==> src/rtl/edfvd_pkg.sv <==
// ----------------------------------------------------------------------------
// edfvd_pkg
// Shared types, codes and helpers of the EDF-VD mixed-criticality scheduler.
// ----------------------------------------------------------------------------
package edfvd_pkg;

  // Default sizing
  localparam int MAX_TASKS_DEF  = 16;
  localparam int TIME_WIDTH_DEF = 32;

  // Item operations
  localparam logic OP_LOAD = 1'b0;
  localparam logic OP_TICK = 1'b1;

  // Job status codes
  localparam logic [1:0] ST_IDLE  = 2'd0;
  localparam logic [1:0] ST_READY = 2'd1;
  localparam logic [1:0] ST_RUN   = 2'd2;

  // Configuration register indexes
  localparam logic [1:0] CFG_QUANTUM = 2'd0;
  localparam logic [1:0] CFG_LAMBDA  = 2'd1;
  localparam logic [1:0] CFG_TCOUNT  = 2'd2;

  // Outcome counter slots
  localparam int CNT_DONE_LOW    = 0;
  localparam int CNT_DONE_HIGH   = 1;
  localparam int CNT_MISSED_LOW  = 2;
  localparam int CNT_MISSED_HIGH = 3;
  localparam int CNT_SWITCH      = 4;
  localparam int CNT_NUM         = 5;

  // Control from the sequencer to the head cell
  typedef struct packed {
    logic en;         // entry lies inside the table in use
    logic do_switch;  // mode switch pass
    logic do_dline;   // completion and deadline pass
    logic do_rel;     // release pass
    logic is_cur;     // entry is the running job
    logic done;       // running job met its demand
    logic mode;       // high mode
    logic set_ready;
    logic set_run;
    logic incr;       // count one execution tick
    logic load_wr;    // write the loaded task
  } ctl_t;

  // Events from the head cell back to the sequencer
  typedef struct packed {
    logic       bump;     // one job finished
    logic [1:0] kind;     // {missed, high}: outcome counter slot
    logic       clr_cur;  // running job stopped
  } evt_t;

  // Saturating counter add
  function automatic logic [31:0] sat_add(input logic [31:0] a, input logic [1:0] b);
    logic [32:0] s;
    s = {1'b0, a} + {31'd0, b};
    return s[32] ? 32'hFFFF_FFFF : s[31:0];
  endfunction

endpackage

==> src/rtl/edfvd_cell.sv <==
// ----------------------------------------------------------------------------
// edfvd_cell
// One position of the rotating task ring: holds a full task entry and passes
// it on to its neighbour every cycle.
// ----------------------------------------------------------------------------
module edfvd_cell #(
  parameter int TIME_WIDTH = edfvd_pkg::TIME_WIDTH_DEF
) (
  input  logic                  clk_i,
  input  logic [15:0]           period_i,
  input  logic [15:0]           budget_i,
  input  logic                  high_i,
  input  logic [1:0]            status_i,
  input  logic [15:0]           exec_i,
  input  logic [TIME_WIDTH-1:0] rel_i,
  input  logic [TIME_WIDTH-1:0] hd_i,
  input  logic [TIME_WIDTH-1:0] vd_i,
  output logic [15:0]           period_o,
  output logic [15:0]           budget_o,
  output logic                  high_o,
  output logic [1:0]            status_o,
  output logic [15:0]           exec_o,
  output logic [TIME_WIDTH-1:0] rel_o,
  output logic [TIME_WIDTH-1:0] hd_o,
  output logic [TIME_WIDTH-1:0] vd_o
);

  // Entry payload, undefined until a load reaches it
  always_ff @(posedge clk_i) begin
    period_o <= period_i;
    budget_o <= budget_i;
    high_o   <= high_i;
    status_o <= status_i;
    exec_o   <= exec_i;
    rel_o    <= rel_i;
    hd_o     <= hd_i;
    vd_o     <= vd_i;
  end

endmodule

==> src/rtl/edfvd_head.sv <==
// ----------------------------------------------------------------------------
// edfvd_head
// Update logic for the entry at the head of the ring: load, mode switch,
// completion and deadline checks, release, and status changes.
// ----------------------------------------------------------------------------
module edfvd_head #(
  parameter int TIME_WIDTH = edfvd_pkg::TIME_WIDTH_DEF
) (
  input  edfvd_pkg::ctl_t       ctl_i,
  input  logic [TIME_WIDTH-1:0] now_i,
  input  logic [16:0]           scaled_i,
  input  logic [15:0]           ld_period_i,
  input  logic [15:0]           ld_budget_i,
  input  logic                  ld_high_i,
  input  logic [15:0]           period_i,
  input  logic [15:0]           budget_i,
  input  logic                  high_i,
  input  logic [1:0]            status_i,
  input  logic [15:0]           exec_i,
  input  logic [TIME_WIDTH-1:0] rel_i,
  input  logic [TIME_WIDTH-1:0] hd_i,
  input  logic [TIME_WIDTH-1:0] vd_i,
  output logic [15:0]           period_o,
  output logic [15:0]           budget_o,
  output logic                  high_o,
  output logic [1:0]            status_o,
  output logic [15:0]           exec_o,
  output logic [TIME_WIDTH-1:0] rel_o,
  output logic [TIME_WIDTH-1:0] hd_o,
  output logic [TIME_WIDTH-1:0] vd_o,
  output edfvd_pkg::evt_t       evt_o
);
  import edfvd_pkg::*;

  logic                  fin;
  logic                  fin_ok;
  logic [TIME_WIDTH-1:0] rel_per;

  assign rel_per = rel_i + TIME_WIDTH'(period_i);

  always_comb begin
    period_o = period_i;
    budget_o = budget_i;
    high_o   = high_i;
    status_o = status_i;
    exec_o   = exec_i;
    rel_o    = rel_i;
    hd_o     = hd_i;
    vd_o     = vd_i;
    evt_o    = '0;
    fin      = 1'b0;
    fin_ok   = 1'b0;

    if (ctl_i.load_wr) begin
      // new task entry, first job released now
      period_o = ld_period_i;
      budget_o = ld_budget_i;
      high_o   = ld_high_i;
      status_o = ST_READY;
      exec_o   = '0;
      rel_o    = now_i;
      hd_o     = now_i + TIME_WIDTH'(ld_period_i);
      vd_o     = ld_high_i ? now_i + TIME_WIDTH'(scaled_i) : now_i + TIME_WIDTH'(ld_period_i);
    end else if (ctl_i.do_switch) begin
      // entering high mode: high jobs fall back to real deadlines, low jobs dropped
      if (ctl_i.en && status_i != ST_IDLE) begin
        if (high_i) begin
          vd_o = rel_per;
        end else begin
          fin           = 1'b1;
          evt_o.clr_cur = ctl_i.is_cur;
        end
      end
    end else if (ctl_i.do_dline) begin
      // completion of the running job, then late jobs
      if (ctl_i.is_cur && ctl_i.done) begin
        fin           = 1'b1;
        fin_ok        = 1'b1;
        evt_o.clr_cur = 1'b1;
      end else if (ctl_i.en && (status_i == ST_READY || status_i == ST_RUN) &&
                   now_i > hd_i) begin
        fin           = 1'b1;
        evt_o.clr_cur = ctl_i.is_cur;
      end
    end else if (ctl_i.do_rel) begin
      // release of due jobs
      if (ctl_i.en && status_i == ST_IDLE && now_i >= rel_i) begin
        if (ctl_i.mode && !high_i) begin
          fin = 1'b1;
        end else begin
          status_o = ST_READY;
          vd_o     = (!ctl_i.mode && high_i) ? rel_i + TIME_WIDTH'(scaled_i) : rel_per;
          hd_o     = rel_per;
        end
      end
    end else begin
      if (ctl_i.set_ready) begin
        status_o = ST_READY;
      end
      if (ctl_i.set_run) begin
        status_o = ST_RUN;
      end
      if (ctl_i.incr && exec_i != 16'hFFFF) begin
        exec_o = exec_i + 16'd1;
      end
    end

    // job finished: back to idle, next release one period on
    if (fin) begin
      status_o   = ST_IDLE;
      rel_o      = rel_per;
      exec_o     = '0;
      evt_o.bump = 1'b1;
      evt_o.kind = {!fin_ok, high_i};
    end
  end

endmodule

==> src/rtl/edfvd_rem.sv <==
// ----------------------------------------------------------------------------
// edfvd_rem
// Bit-serial restoring remainder: time modulo quantum, one dividend bit per
// cycle.
// ----------------------------------------------------------------------------
module edfvd_rem #(
  parameter int TIME_WIDTH = edfvd_pkg::TIME_WIDTH_DEF
) (
  input  logic                  clk_i,
  input  logic                  rst_ni,
  input  logic                  start_i,
  input  logic [TIME_WIDTH-1:0] dividend_i,
  input  logic [15:0]           divisor_i,
  output logic                  done_o,
  output logic [15:0]           rem_o
);

  localparam int CW = $clog2(TIME_WIDTH + 1);

  logic                  busy_q, busy_d;
  logic                  done_q, done_d;
  logic [CW-1:0]         cnt_q, cnt_d;
  logic [TIME_WIDTH-1:0] dvd_q, dvd_d;
  logic [15:0]           dvs_q, dvs_d;
  logic [15:0]           r_q, r_d;
  logic [16:0]           trial;

  // One restoring step
  always_comb begin
    busy_d = busy_q;
    done_d = 1'b0;
    cnt_d  = cnt_q;
    dvd_d  = dvd_q;
    dvs_d  = dvs_q;
    r_d    = r_q;
    trial  = {r_q, dvd_q[TIME_WIDTH-1]};
    if (start_i) begin
      busy_d = 1'b1;
      cnt_d  = CW'(TIME_WIDTH);
      dvd_d  = dividend_i;
      dvs_d  = divisor_i;
      r_d    = '0;
    end else if (busy_q) begin
      if (trial >= {1'b0, dvs_q}) begin
        trial = trial - {1'b0, dvs_q};
      end
      r_d   = trial[15:0];
      dvd_d = dvd_q << 1;
      cnt_d = cnt_q - CW'(1);
      if (cnt_q == CW'(1)) begin
        busy_d = 1'b0;
        done_d = 1'b1;
      end
    end
  end

  always_ff @(posedge clk_i or negedge rst_ni) begin
    if (!rst_ni) begin
      busy_q <= 1'b0;
      done_q <= 1'b0;
      cnt_q  <= '0;
    end else begin
      busy_q <= busy_d;
      done_q <= done_d;
      cnt_q  <= cnt_d;
    end
  end

  always_ff @(posedge clk_i) begin
    dvd_q <= dvd_d;
    dvs_q <= dvs_d;
    r_q   <= r_d;
  end

  assign done_o = done_q;
  assign rem_o  = r_q;

endmodule

==> src/rtl/edf_vd_mixed_criticality_scheduler.sv <==
// ----------------------------------------------------------------------------
// edf_vd_mixed_criticality_scheduler
// EDF-VD scheduler for periodic mixed-criticality tasks, task table held in a
// rotating ring of cells with one shared update unit at its head.
// ----------------------------------------------------------------------------
// Usage:
//   An item is taken when start_i is high and busy_o is low. op_i = 0 loads
//   one task entry, op_i = 1 is one time tick (running_done_i applies).
//   Each item gives one result, shown for one cycle with valid_o high; the
//   receiver takes it in that cycle and cannot stall it.
//   Configuration (quantum, lambda, task count) is written on the cfg channel,
//   always ready; the user must do so only while the block is idle (not enforced).
// Sequencing: the ring rotates continuously and each scan of the table is
//   one rotation, aligned to entry 0.
//   Load: waits for the entry to reach the head.
//   Tick without decision: align, fetch scan, update scan.
//   Tick with decision: align plus up to seven scans.
//   The first tick after a nonzero quantum write first runs the
//   time-modulo-quantum remainder unit.
// Reset: time, mode, running job and counters clear; the task table is
//   undefined until loaded.
// ----------------------------------------------------------------------------
module edf_vd_mixed_criticality_scheduler #(
  parameter int MAX_TASKS  = edfvd_pkg::MAX_TASKS_DEF,
  parameter int TIME_WIDTH = edfvd_pkg::TIME_WIDTH_DEF
) (
  input  logic        clk_i,
  input  logic        rst_ni,
  // item channel
  input  logic        start_i,
  output logic        busy_o,
  input  logic        op_i,
  input  logic [3:0]  task_index_i,
  input  logic [15:0] period_i,
  input  logic [15:0] low_budget_i,
  input  logic        high_crit_i,
  input  logic        running_done_i,
  // configuration channel
  input  logic        cfg_valid_i,
  output logic        cfg_ready_o,
  input  logic [1:0]  cfg_index_i,
  input  logic [16:0] cfg_data_i,
  // result
  output logic        valid_o,
  output logic        running_valid_o,
  output logic [3:0]  running_task_o,
  output logic        high_mode_o,
  output logic [31:0] done_low_o,
  output logic [31:0] done_high_o,
  output logic [31:0] missed_low_o,
  output logic [31:0] missed_high_o,
  output logic [31:0] switch_count_o
);
  import edfvd_pkg::*;

  localparam int IW  = $clog2(MAX_TASKS);
  localparam int CNW = ((IW > 5) ? IW : 5) + 1;
  localparam int TW  = TIME_WIDTH;

  // Sequencer states
  localparam logic [3:0] S_IDLE   = 4'd0;
  localparam logic [3:0] S_REM    = 4'd1;
  localparam logic [3:0] S_ALIGN  = 4'd2;
  localparam logic [3:0] S_FETCH  = 4'd3;
  localparam logic [3:0] S_SWITCH = 4'd4;
  localparam logic [3:0] S_DLINE  = 4'd5;
  localparam logic [3:0] S_REL    = 4'd6;
  localparam logic [3:0] S_SEL    = 4'd7;
  localparam logic [3:0] S_COMMIT = 4'd8;
  localparam logic [3:0] S_RESEL  = 4'd9;
  localparam logic [3:0] S_RUN    = 4'd10;
  localparam logic [3:0] S_LOAD   = 4'd11;
  localparam logic [3:0] S_OUT    = 4'd12;

  // Ring of cells
  logic [15:0]   c_period [MAX_TASKS];
  logic [15:0]   c_budget [MAX_TASKS];
  logic          c_high   [MAX_TASKS];
  logic [1:0]    c_status [MAX_TASKS];
  logic [15:0]   c_exec   [MAX_TASKS];
  logic [TW-1:0] c_rel    [MAX_TASKS];
  logic [TW-1:0] c_hd     [MAX_TASKS];
  logic [TW-1:0] c_vd     [MAX_TASKS];

  // Head cell output
  logic [15:0]   h_period, h_budget, h_exec;
  logic          h_high;
  logic [1:0]    h_status;
  logic [TW-1:0] h_rel, h_hd, h_vd;
  ctl_t          ctl;
  evt_t          evt;

  // Control and status registers
  logic [3:0]    state_q, state_d;
  logic [IW-1:0] hidx_q, hidx_d;
  logic [TW-1:0] now_q, now_d;
  logic [15:0]   rem_q, rem_d;
  logic          stale_q, stale_d;
  logic          mode_q, mode_d;
  logic          cv_q, cv_d;
  logic [IW-1:0] cur_q, cur_d;
  logic [31:0]   cnt_q [CNT_NUM];
  logic [31:0]   cnt_d [CNT_NUM];
  logic [15:0]   quantum_q;
  logic [16:0]   lambda_q;
  logic [4:0]    tcount_q;
  logic          primed_q, primed_d;
  logic          dem_q, dem_d;
  logic          mv_q, mv_d;
  logic [IW-1:0] m_q, m_d;
  logic [TW-1:0] vdm_q, vdm_d;
  logic [IW-1:0] old_q, old_d;
  logic          oldv_q, oldv_d;

  // Item and capture payload
  logic          ld_op_q, ld_done_q, ld_high_q;
  logic [3:0]    ld_idx_q;
  logic [15:0]   ld_period_q, ld_budget_q;
  logic [15:0]   cx_exec_q, cx_exec_d, cx_budget_q, cx_budget_d;
  logic [TW-1:0] cx_hd_q, cx_hd_d, cx_vd_q, cx_vd_d;
  logic          cx_high_q, cx_high_d;
  logic [16:0]   scaled_q;

  logic          accept, last, hit, en, idx_ok, ld_hit;
  logic [CNW-1:0] n_w;
  logic [15:0]   mul_per;
  logic [32:0]   prod;
  logic          rem_start, rem_done;
  logic [15:0]   rem_res;
  logic          boundary, over, evnt;

  genvar gk;
  generate
    for (gk = 0; gk < MAX_TASKS; gk++) begin : g_ring
      if (gk == MAX_TASKS - 1) begin : g_tail
        edfvd_cell #(.TIME_WIDTH(TW)) u_cell (
          .clk_i   (clk_i),
          .period_i(h_period), .budget_i(h_budget), .high_i(h_high),
          .status_i(h_status), .exec_i(h_exec), .rel_i(h_rel), .hd_i(h_hd),
          .vd_i    (h_vd),
          .period_o(c_period[gk]), .budget_o(c_budget[gk]), .high_o(c_high[gk]),
          .status_o(c_status[gk]), .exec_o(c_exec[gk]), .rel_o(c_rel[gk]),
          .hd_o    (c_hd[gk]), .vd_o(c_vd[gk])
        );
      end else begin : g_body
        edfvd_cell #(.TIME_WIDTH(TW)) u_cell (
          .clk_i   (clk_i),
          .period_i(c_period[gk+1]), .budget_i(c_budget[gk+1]), .high_i(c_high[gk+1]),
          .status_i(c_status[gk+1]), .exec_i(c_exec[gk+1]), .rel_i(c_rel[gk+1]),
          .hd_i    (c_hd[gk+1]), .vd_i(c_vd[gk+1]),
          .period_o(c_period[gk]), .budget_o(c_budget[gk]), .high_o(c_high[gk]),
          .status_o(c_status[gk]), .exec_o(c_exec[gk]), .rel_o(c_rel[gk]),
          .hd_o    (c_hd[gk]), .vd_o(c_vd[gk])
        );
      end
    end
  endgenerate

  edfvd_head #(.TIME_WIDTH(TW)) u_head (
    .ctl_i      (ctl),
    .now_i      (now_q),
    .scaled_i   (scaled_q),
    .ld_period_i(ld_period_q),
    .ld_budget_i(ld_budget_q),
    .ld_high_i  (ld_high_q),
    .period_i   (c_period[0]), .budget_i(c_budget[0]), .high_i(c_high[0]),
    .status_i   (c_status[0]), .exec_i(c_exec[0]), .rel_i(c_rel[0]),
    .hd_i       (c_hd[0]), .vd_i(c_vd[0]),
    .period_o   (h_period), .budget_o(h_budget), .high_o(h_high),
    .status_o   (h_status), .exec_o(h_exec), .rel_o(h_rel), .hd_o(h_hd), .vd_o(h_vd),
    .evt_o      (evt)
  );

  edfvd_rem #(.TIME_WIDTH(TW)) u_rem (
    .clk_i     (clk_i),
    .rst_ni    (rst_ni),
    .start_i   (rem_start),
    .dividend_i(now_q),
    .divisor_i (quantum_q),
    .done_o    (rem_done),
    .rem_o     (rem_res)
  );

  // Scaled period for the entry arriving at the head next cycle
  assign mul_per = (state_q == S_LOAD) ? ld_period_q : c_period[1];
  assign prod    = 33'(mul_per) * 33'(lambda_q);

  // Ring position and common decodes
  assign accept  = start_i && (state_q == S_IDLE);
  assign last    = (hidx_q == IW'(MAX_TASKS - 1));
  assign hit     = (hidx_q == cur_q);
  assign n_w     = (CNW'(tcount_q) > CNW'(MAX_TASKS)) ? CNW'(MAX_TASKS) : CNW'(tcount_q);
  assign en      = (CNW'(hidx_q) < n_w);
  assign idx_ok  = (CNW'(ld_idx_q) < CNW'(MAX_TASKS));
  assign ld_hit  = (CNW'(hidx_q) == CNW'(ld_idx_q));
  assign hidx_d  = last ? '0 : hidx_q + IW'(1);
  assign rem_start = accept && (op_i == OP_TICK) && stale_q && (quantum_q != 16'd0);

  // Running job fields from the fetch scan, its vd from the release scan
  assign cx_exec_d   = (state_q == S_FETCH && hit) ? c_exec[0]   : cx_exec_q;
  assign cx_budget_d = (state_q == S_FETCH && hit) ? c_budget[0] : cx_budget_q;
  assign cx_hd_d     = (state_q == S_FETCH && hit) ? c_hd[0]     : cx_hd_q;
  assign cx_high_d   = (state_q == S_FETCH && hit) ? c_high[0]   : cx_high_q;
  assign cx_vd_d     = (state_q == S_REL && hit)   ? h_vd        : cx_vd_q;

  assign boundary = (quantum_q == 16'd0) || (rem_q == 16'd0);
  assign over     = !mode_q && (cx_exec_d > cx_budget_d);
  assign evnt     = cv_q && (ld_done_q || over || (now_q > cx_hd_d));

  // Head control per scan
  always_comb begin
    ctl      = '0;
    ctl.en   = en;
    ctl.mode = mode_q;
    ctl.done = ld_done_q;
    ctl.is_cur = cv_q && hit;
    case (state_q)
      S_SWITCH: ctl.do_switch = 1'b1;
      S_DLINE:  ctl.do_dline  = 1'b1;
      S_REL:    ctl.do_rel    = 1'b1;
      S_SEL:    ctl.set_ready = dem_q && hit;
      S_COMMIT: begin
        ctl.set_ready = oldv_q && (hidx_q == old_q);
        ctl.set_run   = hit;
        ctl.incr      = hit;
      end
      S_RUN: begin
        ctl.set_run = cv_q && hit;
        ctl.incr    = cv_q && hit;
      end
      S_LOAD:   ctl.load_wr = primed_q && idx_ok && ld_hit;
      default:  ctl.en = en;
    endcase
  end

  // Sequencer
  always_comb begin
    state_d  = state_q;
    now_d    = now_q;
    rem_d    = rem_q;
    stale_d  = stale_q;
    mode_d   = mode_q;
    cv_d     = cv_q;
    cur_d    = cur_q;
    primed_d = primed_q;
    dem_d    = dem_q;
    mv_d     = mv_q;
    m_d      = m_q;
    vdm_d    = vdm_q;
    old_d    = old_q;
    oldv_d   = oldv_q;
    for (int k = 0; k < CNT_NUM; k++) begin
      cnt_d[k] = cnt_q[k];
    end

    // finished jobs
    if (evt.bump) begin
      for (int k = 0; k < 4; k++) begin
        if (evt.kind == 2'(k)) begin
          cnt_d[k] = sat_add(cnt_q[k], 2'd1);
        end
      end
    end
    if (evt.clr_cur) begin
      cv_d = 1'b0;
    end

    case (state_q)
      S_IDLE: begin
        primed_d = 1'b0;
        if (accept) begin
          if (op_i == OP_LOAD) begin
            state_d = S_LOAD;
          end else if (rem_start) begin
            state_d = S_REM;
          end else begin
            state_d = S_ALIGN;
          end
        end
      end
      S_REM: begin
        if (rem_done) begin
          rem_d   = rem_res;
          stale_d = 1'b0;
          state_d = S_ALIGN;
        end
      end
      S_ALIGN: begin
        if (last) begin
          state_d = S_FETCH;
        end
      end
      S_FETCH: begin
        if (last) begin
          if (boundary || evnt) begin
            cnt_d[CNT_SWITCH] = sat_add(cnt_q[CNT_SWITCH], 2'd2);
            if (cv_q && !ld_done_q && over) begin
              mode_d  = 1'b1;
              state_d = S_SWITCH;
            end else begin
              state_d = S_DLINE;
            end
          end else begin
            state_d = S_RUN;
          end
        end
      end
      S_SWITCH: begin
        if (last) begin
          state_d = S_DLINE;
        end
      end
      S_DLINE: begin
        if (last) begin
          state_d = S_REL;
        end
      end
      S_REL: begin
        if (last) begin
          // a running low job in high mode goes back to ready
          dem_d   = mode_q && cv_q && !cx_high_q;
          cv_d    = cv_q && !(mode_q && !cx_high_q);
          mv_d    = cv_q && !(mode_q && !cx_high_q);
          m_d     = cur_q;
          vdm_d   = cx_vd_d;
          state_d = S_SEL;
        end
      end
      S_SEL: begin
        // earliest scheduling deadline among eligible ready jobs
        if (en && h_status == ST_READY && (!mode_q || h_high) &&
            (!mv_q || h_vd < vdm_q)) begin
          mv_d  = 1'b1;
          m_d   = hidx_q;
          vdm_d = h_vd;
        end
        if (last) begin
          if (mv_d && (!cv_q || m_d != cur_q)) begin
            old_d   = cur_q;
            oldv_d  = cv_q;
            cur_d   = m_d;
            cv_d    = 1'b1;
            state_d = S_COMMIT;
          end else if (!cv_q && mode_q) begin
            mode_d  = 1'b0;
            state_d = S_RESEL;
          end else begin
            state_d = S_RUN;
          end
        end
      end
      S_COMMIT: begin
        if (last) begin
          state_d = S_OUT;
        end
      end
      S_RESEL: begin
        // back in low mode: any ready job
        if (en && h_status == ST_READY && (!cv_q || h_vd < vdm_q)) begin
          cur_d = hidx_q;
          cv_d  = 1'b1;
          vdm_d = h_vd;
        end
        if (last) begin
          state_d = S_RUN;
        end
      end
      S_RUN: begin
        if (last) begin
          state_d = S_OUT;
        end
      end
      S_LOAD: begin
        primed_d = 1'b1;
        if (!idx_ok) begin
          state_d = S_OUT;
        end else if (ctl.load_wr) begin
          if (cv_q && ld_hit && hit) begin
            cv_d = 1'b0;
          end
          state_d = S_OUT;
        end
      end
      S_OUT: begin
        // time advances after the result of a tick
        if (ld_op_q == OP_TICK) begin
          now_d = now_q + TW'(1);
          if (!stale_q) begin
            rem_d = ((now_q == '1) || (17'(rem_q) + 17'd1 == 17'(quantum_q))) ?
                    16'd0 : rem_q + 16'd1;
          end
        end
        state_d = S_IDLE;
      end
      default: state_d = S_IDLE;
    endcase

    if (cfg_valid_i && cfg_index_i == CFG_QUANTUM) begin
      stale_d = 1'b1;
    end
  end

  // Control registers
  always_ff @(posedge clk_i or negedge rst_ni) begin
    if (!rst_ni) begin
      state_q   <= S_IDLE;
      hidx_q    <= '0;
      now_q     <= '0;
      rem_q     <= '0;
      stale_q   <= 1'b0;
      mode_q    <= 1'b0;
      cv_q      <= 1'b0;
      cur_q     <= '0;
      primed_q  <= 1'b0;
      dem_q     <= 1'b0;
      mv_q      <= 1'b0;
      m_q       <= '0;
      old_q     <= '0;
      oldv_q    <= 1'b0;
      quantum_q <= 16'd1;
      lambda_q  <= 17'h10000;
      tcount_q  <= 5'd1;
      for (int k = 0; k < CNT_NUM; k++) begin
        cnt_q[k] <= '0;
      end
    end else begin
      state_q  <= state_d;
      hidx_q   <= hidx_d;
      now_q    <= now_d;
      rem_q    <= rem_d;
      stale_q  <= stale_d;
      mode_q   <= mode_d;
      cv_q     <= cv_d;
      cur_q    <= cur_d;
      primed_q <= primed_d;
      dem_q    <= dem_d;
      mv_q     <= mv_d;
      m_q      <= m_d;
      old_q    <= old_d;
      oldv_q   <= oldv_d;
      for (int k = 0; k < CNT_NUM; k++) begin
        cnt_q[k] <= cnt_d[k];
      end
      if (cfg_valid_i) begin
        case (cfg_index_i)
          CFG_QUANTUM: quantum_q <= cfg_data_i[15:0];
          CFG_LAMBDA:  lambda_q  <= cfg_data_i;
          CFG_TCOUNT:  tcount_q  <= cfg_data_i[4:0];
          default:     tcount_q  <= tcount_q;
        endcase
      end
    end
  end

  // Payload registers
  always_ff @(posedge clk_i) begin
    if (accept) begin
      ld_op_q     <= op_i;
      ld_idx_q    <= task_index_i;
      ld_period_q <= (period_i == 16'd0) ? 16'd1 : period_i;
      ld_budget_q <= low_budget_i;
      ld_high_q   <= high_crit_i;
      ld_done_q   <= running_done_i;
    end
    cx_exec_q   <= cx_exec_d;
    cx_budget_q <= cx_budget_d;
    cx_hd_q     <= cx_hd_d;
    cx_high_q   <= cx_high_d;
    cx_vd_q     <= cx_vd_d;
    vdm_q       <= vdm_d;
    scaled_q    <= prod[32:16];
  end

  // Result ports
  assign busy_o          = (state_q != S_IDLE);
  assign cfg_ready_o     = 1'b1;
  assign valid_o         = (state_q == S_OUT);
  assign running_valid_o = cv_q;
  assign running_task_o  = cv_q ? 4'(cur_q) : 4'd0;
  assign high_mode_o     = mode_q;
  assign done_low_o      = cnt_q[CNT_DONE_LOW];
  assign done_high_o     = cnt_q[CNT_DONE_HIGH];
  assign missed_low_o    = cnt_q[CNT_MISSED_LOW];
  assign missed_high_o   = cnt_q[CNT_MISSED_HIGH];
  assign switch_count_o  = cnt_q[CNT_SWITCH];

endmodule

==> config.mk <==
export PLATFORM = sky130hd
export DESIGN_NAME = edf_vd_mixed_criticality_scheduler
export DESIGN_NICKNAME = d
export VERILOG_FILES = /design/src/rtl/edfvd_pkg.sv /design/src/rtl/edfvd_cell.sv /design/src/rtl/edfvd_head.sv /design/src/rtl/edfvd_rem.sv /design/src/rtl/edf_vd_mixed_criticality_scheduler.sv
export SDC_FILE = /design/constraint.sdc
export NUM_CORES = 2
export LEC_CHECK = 0
export ABC_CLOCK_PERIOD_IN_PS = 7200
export CAP_MARGIN = 30
export CORE_ASPECT_RATIO = 0.5
export CORE_MARGIN = 2
export CORE_UTILIZATION = 45
export DETAILED_ROUTE_END_ITERATION = 10
export DONT_BUFFER_PORTS = 1
export PLACE_DENSITY = 0.68
export SYNTH_ARGS = -nofsm -noshare
export SYNTH_HDL_FRONTEND = slang
export SYNTH_HIERARCHICAL = 1
export SYNTH_SLANG_ARGS = --single-unit
==> constraint.sdc <==
create_clock -name clk_i -period 7.2 [get_ports clk_i]
set_clock_uncertainty 0.1 [all_clocks]
set_input_delay 0.72 -clock clk_i [delete_from_list [all_inputs] [get_ports clk_i]]
set_output_delay 0.72 -clock clk_i [all_outputs]
set_load 0.1 [all_outputs]
==> out/results.tsv <==
metric	value	unit
clock latency on the worst-skew pair	0.94	ns
residual antenna-violating net count after detailed routing	0	
leakage	46.2	nW
fraction of the cycle the final worst path needs	97.8	%
met3 global-route usage	3.48	%
filler cell count	17042	
antenna violations before repair	11	
vias per std cell	4.99	
number of pins exceeding their max-slew limit in the final report	0	
critical path capture point type	flop	
Top FF cell, synth	sky130_fd_sc_hd__dfxtp_1	
remaining routing DRC violations	0	
total global routing overflow	0	
outcome	finished, final reports clean	
die outline area	208000	um2
via count	53120	
net count of the finished layout	8339	
Post-DP HPWL	141000	um
initial cell density of the core	45.2	%
shortest period the worst path allows	7.04	ns
share of the yosys chip area belonging to registers	65.7	%
# rows	117	
Total Power Consumption	35.1	mW
required time at the endpoint of the critical path	7.84	ns
I/O pin cnt	231	
TNS Setup	0	ns
switching share of power	25.9	%
async set-or-reset flop fraction in the synthesized netlist	9.75	%
GR Util met1	27.1	%
total number of clock tree sinks	2882	
logic gate share of total power	13.4	%
number of nets produced by synthesis	7963	
vertical die dimension	323	um
minimum hold slack	0.0880	ns
peak ir drop on the vdd network	0.259	mV
synthesized netlist cell count	7346	
RSZ-0062 raised after global routing	true	
netlist area before placement	91700	um2
clock tree from TritonCTS	done	
Final Wtd Congestion	0.919	
most used cell, CP	sky130_fd_sc_hd__fa_1	
switching power	9.08	mW
growth of design area from synthesis to finish	15.7	%
Min-Delay Path Class	in2reg	
All-Layer GR Usage	18.8	%
Critical Path Source Type	flop	
family with the most delay on the worst path	adder cells	
clock network power share	35.8	%
final number of setup-violating endpoints	0	
ratio of total power to cell area	330	nW/um2
Internal Dissipation	26.0	mW
commonest non-fill, non-tap cells in the layout	2481 x sky130_fd_sc_hd__dfxtp_1, 638 x sky130_fd_sc_hd__nand2_1, 454 x sky130_fd_sc_hd__inv_1	
vias in the first global route	50797	
clock edge transition at the registers on the reported setup and hold paths	0.07	ns
transition time of the tightest slew-check pin	1.12	ns
maxcap violations	0	
number of flops mapped to enable cells by yosys	120	
Fmax	142	MHz
pin count of the biggest net entering global routing	282	
count of buffers inserted at the top-level ports	0	
root buffer cell	sky130_fd_sc_hd__clkbuf_16	
syn avg cell area	12.5	um2
met2 GRT Util	28.9	%
Max-Slew Margin vs Limit	25.6	%
total wire length after detailed routing	200000	um
wire length of the first global-routing pass	303000	um
first-pass detailed-route iteration total	5	
routed length per placed instance	18.8	um
horizontal die dimension	642	um
leading cell type in the layout, fill and taps excluded	sky130_fd_sc_hd__dfxtp_1	
synth unique cells	114	
1st-iter DRT viols	4162	
number of buffer and inverter stages on the critical path	7	
peak-usage layer in the global routing report	met2	
Worst Path Class, Setup	reg2reg	
largest driver fanout on the critical path	6	
maximum root-to-sink buffer count	4	
core footprint	203000	um2
hold violation count in the final report	0	
sequential group share of total power	50.9	%
number of warnings issued by yosys	6	
maximum cell stage delay along the critical path	0.58	ns
worst path arrival time	7.68	ns
level count of the clock H-tree	4	
fraction of final layout cells sized beyond drive strength 1	13.1	%
slowest cell on the critical path	sky130_fd_sc_hd__fa_2	
flop and latch count out of synthesis	2882	
number of buffers created by CTS	227	
==> power by group through the flow <==
| stage | Clock, mW | Combinational, mW | Sequential [mW] |
|---|---|---|---|
| floorplan | 0 | 2.95 | 18.0 |
| global placement | 0 | 4.15 | 18.3 |
| detailed placement | 0 | 4.36 | 18.2 |
| CTS | 12.8 | 4.47 | 17.9 |
| global route | 13.5 | 5.15 | 17.9 |
| finish | 12.5 | 4.69 | 17.8 |
==> metrics by stage <==
step / instances / setup WS (ns) / cell area (um2) / utilization [%]
3_5_place_dp: 10122 / -0.0139 / 96800 / 47.7
6_report: 10644 / 0.157 / 106000 / 52.3
5_1_grt: 10638 / -0.0559 / 106000 / 52.3
4_1_cts: 10587 / 0.0844 / 105000 / 51.7
2_1_floorplan: 7346 / 0.0482 / 91800 / -
3_3_place_gp: 10082 / 0.0895 / 96100 / 47.3
==> cell usage after synthesis, types with 35 or more instances <==
library cell / n / area [um2]
sky130_fd_sc_hd__nand4_1: 107 / 669
sky130_fd_sc_hd__a211oi_1: 66 / 495
sky130_fd_sc_hd__and3_1: 76 / 475
sky130_fd_sc_hd__xor2_1: 159 / 1390
sky130_fd_sc_hd__clkbuf_1: 175 / 657
sky130_fd_sc_hd__dfxtp_1: 2481 / 49700
sky130_fd_sc_hd__edfxtp_1: 120 / 3600
sky130_fd_sc_hd__and2_1: 119 / 744
sky130_fd_sc_hd__dfrtp_1: 278 / 6960
sky130_fd_sc_hd__ha_1: 343 / 4290
sky130_fd_sc_hd__mux2_2: 197 / 2220
sky130_fd_sc_hd__a31oi_1: 35 / 219
sky130_fd_sc_hd__a21oi_1: 265 / 1330
sky130_fd_sc_hd__nand3_1: 153 / 766
sky130_fd_sc_hd__nor2b_1: 71 / 444
sky130_fd_sc_hd__fa_1: 212 / 4240
sky130_fd_sc_hd__xnor2_1: 150 / 1310
sky130_fd_sc_hd__mux2i_1: 71 / 711
sky130_fd_sc_hd__nand2b_1: 39 / 244
sky130_fd_sc_hd__inv_1: 468 / 1760
sky130_fd_sc_hd__o21ai_0: 179 / 896
sky130_fd_sc_hd__nor2_1: 278 / 1040
sky130_fd_sc_hd__o211ai_1: 35 / 263
sky130_fd_sc_hd__nand2_1: 653 / 2450
sky130_fd_sc_hd__a21o_1: 65 / 488
sky130_fd_sc_hd__nor3_1: 75 / 375
==> worst reg2reg max path, cell delays in order (launching register included) <==
cell	delay [ns]
sky130_fd_sc_hd__dfrtp_1	0.39
sky130_fd_sc_hd__inv_2	0.10
sky130_fd_sc_hd__nand2_4	0.06
sky130_fd_sc_hd__nor2_4	0.18
sky130_fd_sc_hd__buf_12	0.17
sky130_fd_sc_hd__mux2i_4	0.33
sky130_fd_sc_hd__buf_12	0.17
sky130_fd_sc_hd__nor2b_1	0.06
sky130_fd_sc_hd__fa_1	0.51
sky130_fd_sc_hd__inv_1	0.05
sky130_fd_sc_hd__fa_1	0.48
sky130_fd_sc_hd__fa_2	0.59
sky130_fd_sc_hd__inv_2	0.04
sky130_fd_sc_hd__fa_1	0.49
sky130_fd_sc_hd__fa_1	0.51
sky130_fd_sc_hd__inv_1	0.06
sky130_fd_sc_hd__fa_1	0.53
sky130_fd_sc_hd__inv_1	0.06
sky130_fd_sc_hd__ha_4	0.21
sky130_fd_sc_hd__and4_1	0.16
sky130_fd_sc_hd__and2_4	0.17
sky130_fd_sc_hd__o21ai_4	0.17
sky130_fd_sc_hd__a21oi_2	0.09
sky130_fd_sc_hd__nor3_2	0.24
sky130_fd_sc_hd__a21oi_4	0.14
sky130_fd_sc_hd__a221o_1	0.40
sky130_fd_sc_hd__or4_1	0.47
sky130_fd_sc_hd__nand3_1	0.08
==> registers in the layout, indices dropped and copies added (netlist names), 240 cells and up <==
register / cells
g_ring.g_body.u_cell/rel_o: 480
g_ring.g_body.u_cell/exec_o: 240
g_ring.g_body.u_cell/hd_o: 480
g_ring.g_body.u_cell/period_o: 240
g_ring.g_body.u_cell/vd_o: 480
g_ring.g_body.u_cell/budget_o: 240
==> area by class of cell <==
| class | instances | area (um2) | share of cell area (%) |
|---|---|---|---|
| Sequential cell | 2882 | 60300 | 56.8 |
| Multi-Input combinational cell | 3772 | 29100 | 27.4 |
| Clock buffer | 305 | 6500 | 6.13 |
| Timing Repair Buffer | 368 | 3930 | 3.70 |
| Tap cell | 2737 | 3420 | 3.23 |
| Inverter | 471 | 1770 | 1.67 |
| Clock inverter | 103 | 1080 | 1.02 |
| Antenna cell | 6 | 15.0 | 0.0141 |
==> cell families after synthesis <==
family | synth area share [%]
flip-flops | 65.7
AND/OR/NAND/NOR | 9.02
AO/OA/AOI/OAI | 6.72
buffers and inverters | 2.94
adder cells (fa/ha/maj) | 9.31
XOR/XNOR | 3.02
multiplexers | 3.24
other | 0.00409
==> routing by layer <==
layer | vias up | part of all wire, %
met5 | - | 0.017
met4 | 6 | 2.7
met3 | 319 | 6.1
met2 | 1468 | 44
met1 | 25937 | 47
li1 | 25390 | -
==> path summary, 6_finish.rpt <==
kind | from | end | slack [ns] | depth (start not counted)
max | state_q[2] | scaled_q[11] | 0.16 | 27
min reg2reg | g_ring[7].g_body.u_cell/vd_o[24] | g_ring[6].g_body.u_cell/vd_o[24] | 0.13 | 0
min in group asynchronous | rst_ni | now_q[31] | 0.40 | 2
min | period_i[0] | ld_period_q[0] | 0.09 | 1
max in group asynchronous | rst_ni | missed_high_o[11] | 5.14 | 3
max reg2reg | state_q[2] | scaled_q[11] | 0.16 | 27
==> what timing repair did <==
action | CTS | global route
resized for setup | 4 | 78
buffers inserted | 0 | 23
setup endpoints to repair | 2 | 51
pin swaps | 0 | 63
hold endpoints to repair | 357 | 0
cloned | 0 | 5
hold buffers | 57 | 0
Note: power is estimated with default switching activity, not from simulation.
